[src/rtl/smpq_pkg.sv]
// ----------------------------------------------------------------------------
// smpq_pkg: shared types for the stable minimum priority queue
// Payload structs, operation and status codes, and the entry held by a cell.
// ----------------------------------------------------------------------------
package smpq_pkg;

    localparam int ELEM_W  = 32;
    localparam int PRIO_W  = 16;
    localparam int COUNT_W = 5;

    typedef enum logic
    {
        OP_ENQUEUE = 1'b0,
        OP_DEQUEUE = 1'b1
    } op_t;

    typedef enum logic [1:0]
    {
        STATUS_OK         = 2'd0,
        STATUS_DEQ_EMPTY  = 2'd1,
        STATUS_ENQ_FULL   = 2'd2
    } status_t;

    typedef struct packed
    {
        op_t                operation;
        logic [ELEM_W-1:0]  new_elem;
        logic [PRIO_W-1:0]  new_priority;
    } in_item_t;

    typedef struct packed
    {
        logic [ELEM_W-1:0]  front_elem;
        logic [PRIO_W-1:0]  front_priority;
        logic [COUNT_W-1:0] entry_count;
        logic               is_empty;
        status_t            status;
    } out_item_t;

    typedef struct packed
    {
        logic [ELEM_W-1:0] elem;
        logic [PRIO_W-1:0] prio;
    } entry_t;

    // broadcast from the top level to every cell
    typedef struct packed
    {
        logic   enq;
        logic   deq;
        entry_t fresh;
    } cell_ctrl_t;

    // what one cell shows its neighbors
    typedef struct packed
    {
        logic   valid;
        logic   shift;
        entry_t entry;
    } cell_link_t;

endpackage

[src/rtl/smpq_cell.sv]
// ----------------------------------------------------------------------------
// smpq_cell: one slot of the sorted chain
// Holds one entry; on enqueue shifts right or takes the new entry, on dequeue
// takes the entry of its right neighbor.
// ----------------------------------------------------------------------------
module smpq_cell
(
    input  logic                clk,
    input  logic                rst_n,
    input  smpq_pkg::cell_ctrl_t ctrl,
    input  smpq_pkg::cell_link_t left,
    input  smpq_pkg::cell_link_t right,
    output smpq_pkg::cell_link_t self
);
    import smpq_pkg::*;

    logic   valid_reg;
    logic   valid_next;
    entry_t entry_reg;
    entry_t entry_next;
    logic   shift;

    // new entry goes before this one only when strictly higher number here
    assign shift = valid_reg && (entry_reg.prio > ctrl.fresh.prio);

    always_comb
    begin
        valid_next = valid_reg;
        entry_next = entry_reg;
        if (ctrl.enq)
        begin
            if (shift)
            begin
                entry_next = left.shift ? left.entry : ctrl.fresh;
            end
            else if (!valid_reg && left.valid)
            begin
                valid_next = 1'b1;
                entry_next = left.shift ? left.entry : ctrl.fresh;
            end
        end
        else if (ctrl.deq)
        begin
            valid_next = right.valid;
            if (right.valid)
            begin
                entry_next = right.entry;
            end
        end
    end

    always_ff @(posedge clk or negedge rst_n)
    begin
        if (!rst_n)
        begin
            valid_reg <= 1'b0;
        end
        else
        begin
            valid_reg <= valid_next;
        end
    end

    always_ff @(posedge clk)
    begin
        entry_reg <= entry_next;
    end

    assign self.valid = valid_reg;
    assign self.shift = shift;
    assign self.entry = entry_reg;

endmodule

[src/rtl/stable_min_priority_queue.sv]
// ----------------------------------------------------------------------------
// stable_min_priority_queue: sorted cell-chain priority queue
// Keeps entries in ascending priority order, equal priorities in arrival
// order; each transaction enqueues or dequeues and reports the new front.
// ----------------------------------------------------------------------------
//  channel  | handshake              | payload
//  ---------+------------------------+----------------------------------------
//  input    | in_valid / in_stall    | in_data  (operation, elem, priority)
//  output   | out_valid / out_stall  | out_data (front, count, empty, status)
//
//  one transaction a cycle while in_stall is low: every cell compares and
//  updates in parallel, and the result is registered in the same cycle the
//  chain updates; in_stall is high only while a result is held and out_stall
//  is high
//  reset empties the chain at once (valid bits only, no clearing pass)
// ----------------------------------------------------------------------------
module stable_min_priority_queue
#(
    parameter int DEPTH = 16
)
(
    input  logic                 clk,
    input  logic                 rst_n,
    input  logic                 in_valid,
    output logic                 in_stall,
    input  smpq_pkg::in_item_t   in_data,
    output logic                 out_valid,
    input  logic                 out_stall,
    output smpq_pkg::out_item_t  out_data
);
    import smpq_pkg::*;

    localparam int CNT_W = $clog2(DEPTH + 1);

    cell_link_t      links [DEPTH];
    cell_link_t      lefts [DEPTH];
    cell_link_t      rights[DEPTH];
    cell_ctrl_t      ctrl;

    logic            accept;
    logic            full;
    logic            empty;
    logic [CNT_W-1:0] count_reg;
    logic [CNT_W-1:0] count_next;
    logic            out_valid_reg;
    out_item_t       out_reg;
    out_item_t       out_next;
    entry_t          front_next;
    logic            front_valid_next;
    entry_t          fresh;

    assign in_stall = out_valid_reg && out_stall;
    assign accept   = in_valid && !in_stall;
    assign empty    = !links[0].valid;
    assign full     = links[DEPTH-1].valid;

    assign fresh.elem = in_data.new_elem;
    assign fresh.prio = in_data.new_priority;

    assign ctrl.enq   = accept && (in_data.operation == OP_ENQUEUE) && !full;
    assign ctrl.deq   = accept && (in_data.operation == OP_DEQUEUE) && !empty;
    assign ctrl.fresh = fresh;

    genvar g;
    generate
        for (g = 0; g < DEPTH; g++)
        begin : g_cell
            if (g == 0)
            begin : g_head
                assign lefts[g] = '{valid: 1'b1, shift: 1'b0, entry: '0};
            end
            else
            begin : g_mid
                assign lefts[g] = links[g-1];
            end
            if (g == DEPTH - 1)
            begin : g_tail
                assign rights[g] = '{valid: 1'b0, shift: 1'b0, entry: '0};
            end
            else
            begin : g_body
                assign rights[g] = links[g+1];
            end
            smpq_cell u_cell
            (
                .clk   (clk),
                .rst_n (rst_n),
                .ctrl  (ctrl),
                .left  (lefts[g]),
                .right (rights[g]),
                .self  (links[g])
            );
        end
    endgenerate

    // front after the update, mirrors what cell zero will load
    always_comb
    begin
        front_valid_next = links[0].valid;
        front_next       = links[0].entry;
        count_next       = count_reg;
        if (ctrl.enq)
        begin
            front_valid_next = 1'b1;
            count_next       = count_reg + CNT_W'(1);
            if (!links[0].valid || links[0].shift)
            begin
                front_next = fresh;
            end
        end
        else if (ctrl.deq)
        begin
            front_valid_next = links[1].valid;
            front_next       = links[1].entry;
            count_next       = count_reg - CNT_W'(1);
        end

        out_next.front_elem     = front_valid_next ? front_next.elem : '0;
        out_next.front_priority = front_valid_next ? front_next.prio : '0;
        out_next.entry_count    = COUNT_W'(count_next);
        out_next.is_empty       = !front_valid_next;
        if (in_data.operation == OP_ENQUEUE)
        begin
            out_next.status = full ? STATUS_ENQ_FULL : STATUS_OK;
        end
        else
        begin
            out_next.status = empty ? STATUS_DEQ_EMPTY : STATUS_OK;
        end
    end

    always_ff @(posedge clk or negedge rst_n)
    begin
        if (!rst_n)
        begin
            count_reg     <= '0;
            out_valid_reg <= 1'b0;
        end
        else
        begin
            count_reg <= count_next;
            if (accept)
            begin
                out_valid_reg <= 1'b1;
            end
            else if (!out_stall)
            begin
                out_valid_reg <= 1'b0;
            end
        end
    end

    always_ff @(posedge clk)
    begin
        if (accept)
        begin
            out_reg <= out_next;
        end
    end

    assign out_valid = out_valid_reg;
    assign out_data  = out_reg;

endmodule

[config.mk]
export PLATFORM = sky130hd
export DESIGN_NAME = stable_min_priority_queue
export DESIGN_NICKNAME = d
export VERILOG_FILES = /design/src/rtl/smpq_pkg.sv /design/src/rtl/smpq_cell.sv /design/src/rtl/stable_min_priority_queue.sv
export SDC_FILE = /design/constraint.sdc
export NUM_CORES = 2
export LEC_CHECK = 0
export BUFFER_PORTS_ARGS = -buffer_cell sky130_fd_sc_hd__buf_4
export CAP_MARGIN = 20
export CORE_ASPECT_RATIO = 0.7
export CORE_UTILIZATION = 58
export CTS_CLUSTER_DIAMETER = 80
export DETAILED_ROUTE_END_ITERATION = 10
export MAX_ROUTING_LAYER = met4
export PLACE_DENSITY = 0.75
export REMOVE_ABC_BUFFERS = 1
export SLEW_MARGIN = 0
export SYNTH_ARGS = -nofsm -noshare
export SYNTH_HDL_FRONTEND = slang
export SYNTH_HIERARCHICAL = 1
export SYNTH_SLANG_ARGS = --single-unit
[constraint.sdc]
create_clock -name clk -period 4.9 [get_ports clk]
set_input_delay 0.49 -clock clk [delete_from_list [all_inputs] [get_ports clk]]
set_output_delay 0.49 -clock clk [all_outputs]
set_load 0.01 [all_outputs]
==> flow_metrics.tcl <==
set metrics [dict create \
    ir_drop_uv 307 \
    die_x_um 355 \
    comb_power_share_pct 30.6 \
    final_common_cell "a21oi_1" \
    crit_required_ns 5.40 \
    p_int_mw 16.1 \
    mostFrequentLayoutCells "a21oi_1 (913), edfxtp_1 (824), nor2_1 (819)" \
    p_sw_mw 8.36 \
    final.min_clock_period_ns 3.52 \
    drc 0 \
    grt_max_degree 239 \
    firstDrtPassIters 6 \
    slowest_delay_ns 0.51 \
    pin_count 111 \
    path_max_fanout 23 \
    drt-initial-drc-count 4229 \
    clk_pin_slew_ns 0.06 \
    reg2reg_from "g_cell[0].u_cell/self[15]$_DFFE_PP_" \
    clkPwrFrac_pct 26.6 \
    criticalPathCategory "reg -> reg" \
    vias 36600 \
    drive_gt1_share_pct 7.34 \
    worstHoldPathCells 2 \
    numCtsBuffers 86 \
    rrSetupSlack_ns 1.38 \
    p_seq_share_pct 42.8 \
    num-nets-final 5199 \
    antenna_left 0 \
    relSlewSlack_pct 18.6 \
    max_freq_mhz 284 \
    insertion_delay_ns 0.67 \
    place_area_mm2 0.0527 \
    dp_slack_ns 1.00 \
    rsz0062_at_grt "false" \
    end_kind "flip-flop" \
    area_growth_pct 9.87 \
    p_leak_nw 21.4 \
    r2r-end "out_data[49]$_SDFFCE_PN0P_" \
    ctsRootBufferMaster "clkbuf_16" \
    routed_wl_um 123000 \
    synthCells 4854 \
    cpMostUsedCell "buf_4" \
    clockBufferDepth 3 \
    min_from "in_valid" \
    start_util_pct 58.6 \
    layout_setup_ws_ns 1.38 \
    core_mm2 0.0861 \
    yosysWarnings 6 \
    num_rows 90 \
    skew_ns 0.0193 \
    finalSetupViolations 0 \
    layout_worst_path_cycle_share_pct 71.8 \
    gp_routability_congestion 0.904 \
    reg2reg_depth 9 \
    ctsResizeCount 0 \
    wl_per_cell_um 20.2 \
    cp_cell_sequence "ha_1, nand4_1, a2111o_1, a31oi_4, buf_4, nand2b_2, buf_4, nand2_1, a31oi_1" \
    swShare_pct 34.2 \
    hold_class "in -> reg" \
    cp_data_arrival_time_ns 4.02 \
    largest_register_ffs 768 \
    dieArea_mm2 0.0883 \
    holdPathEnd "out_valid$_DFFE_PN0P_" \
    cts_tree "done" \
    finalHoldViolCount 0 \
    outcome "completed" \
    portBuffers 110 \
    grt_overflow 0 \
    startpoint_type "flip-flop" \
    worst_pin_slew_ns 1.22 \
    clock_sinks 846 \
    n_fill_cell 6726 \
    die_h_um 249 \
    maxSlewViolCount 0 \
    crit_path_top_delay_cell "nand2b_2" \
    grt_pass1_wl_um 195000 \
    grtUsageTotal_pct 28.4 \
    dp_hpwl_um 85400 \
    antenna_found_initial 2 \
    tns_ns 0 \
    syn_area_per_cell_um2 10.4 \
    fin_area_mm2 0.0555 \
    maxCapViolCount 0 \
    cts_setup_buffers 0 \
    avgViaCountPerCell 5.99 \
    p_per_area_mw_per_mm2 441 \
    grt_pass1_vias 33800 \
    netlist_area_mm2 0.0505 \
    htree_levels 3 \
]
==> layer usage <==
layer,up-vias,global-route usage (%),part of all wire (%)
met2,1600,37.1,40
met1,17100,45.9,48
met3,148,4.42,9.9
met5,-,-,0
met4,0,5.84,1.6
li1,17800,-,-
==> critical path: cells and delay by family, from the launching register on <==
kind / cells / cell delay (ns)
DFF: 1 / 0.47
buffers and inverters: 2 / 0.74
AOI/OAI and AO/OA: 3 / 0.89
adders and majority gates: 1 / 0.39
and+or+nand+nor: 3 / 0.85
==> how the worst max path moves through the flow <==
| stage | slack, ns | start | end | cells after the start |
|---|---|---|---|---|
| after global routing | 1.23 | g_cell[0].u_cell/self[15]$_DFFE_PP_ | out_data[32]$_SDFFCE_PN0P_ | 9 |
| after CTS | 1.41 | g_cell[0].u_cell/self[15]$_DFFE_PP_ | out_data[49]$_SDFFCE_PN0P_ | 9 |
| after detailed placement | 1.00 | in_data[14] | out_data[49]$_SDFFCE_PN0P_ | 11 |
| after floorplan | -121.76 | g_cell[15].u_cell/valid_reg$_DFFE_PN0P_ | g_cell[3].u_cell/self[0]$_DFFE_PP_ | 2 |
| after global placement | 1.04 | in_data[14] | out_data[54]$_SDFFCE_PN0P_ | 11 |
| final | 1.38 | g_cell[0].u_cell/self[15]$_DFFE_PP_ | out_data[49]$_SDFFCE_PN0P_ | 9 |
==> per-stage QoR <==
step	instances	power, mW	util [%]	hold slack (ns)
finish	6113	24.5	64.4	0.0500
detailed placement	5949	18.0	61.2	0.439
global placement	5949	17.7	61.2	0.437
global route	6113	25.6	64.4	0.0315
CTS	6111	24.5	64.4	0.0205
floorplan	4599	16.9	-	0.194
==> power by group through the flow <==
stage	registers [mW]	logic (mW)	clock network (mW)
finish	10.5	7.47	6.50
global route	10.6	8.17	6.86
CTS	10.4	7.43	6.59
detailed placement	10.6	7.39	0
global placement	10.5	7.18	0
floorplan	10.3	6.65	0
==> timing repair <==
action,4_1_cts,5_1_grt
endpoints found under the setup margin,0,0
hold buffers,1,0
endpoints found under the hold margin,22,0
==> final cells by class <==
| type | instances | area, um^2 | share of cell area, % |
|---|---|---|---|
| diodes | 2 | 5.00 | 0.00902 |
| clock buffers | 113 | 2290 | 4.13 |
| inverters | 278 | 1040 | 1.88 |
| clock inverters | 48 | 448 | 0.807 |
| flip-flops and latches | 846 | 25300 | 45.6 |
| multi-input cells | 3475 | 23100 | 41.7 |
| repair buffers | 201 | 1810 | 3.27 |
| well taps | 1150 | 1440 | 2.59 |
No activity file was read; power rests on OpenSTA's default activity.
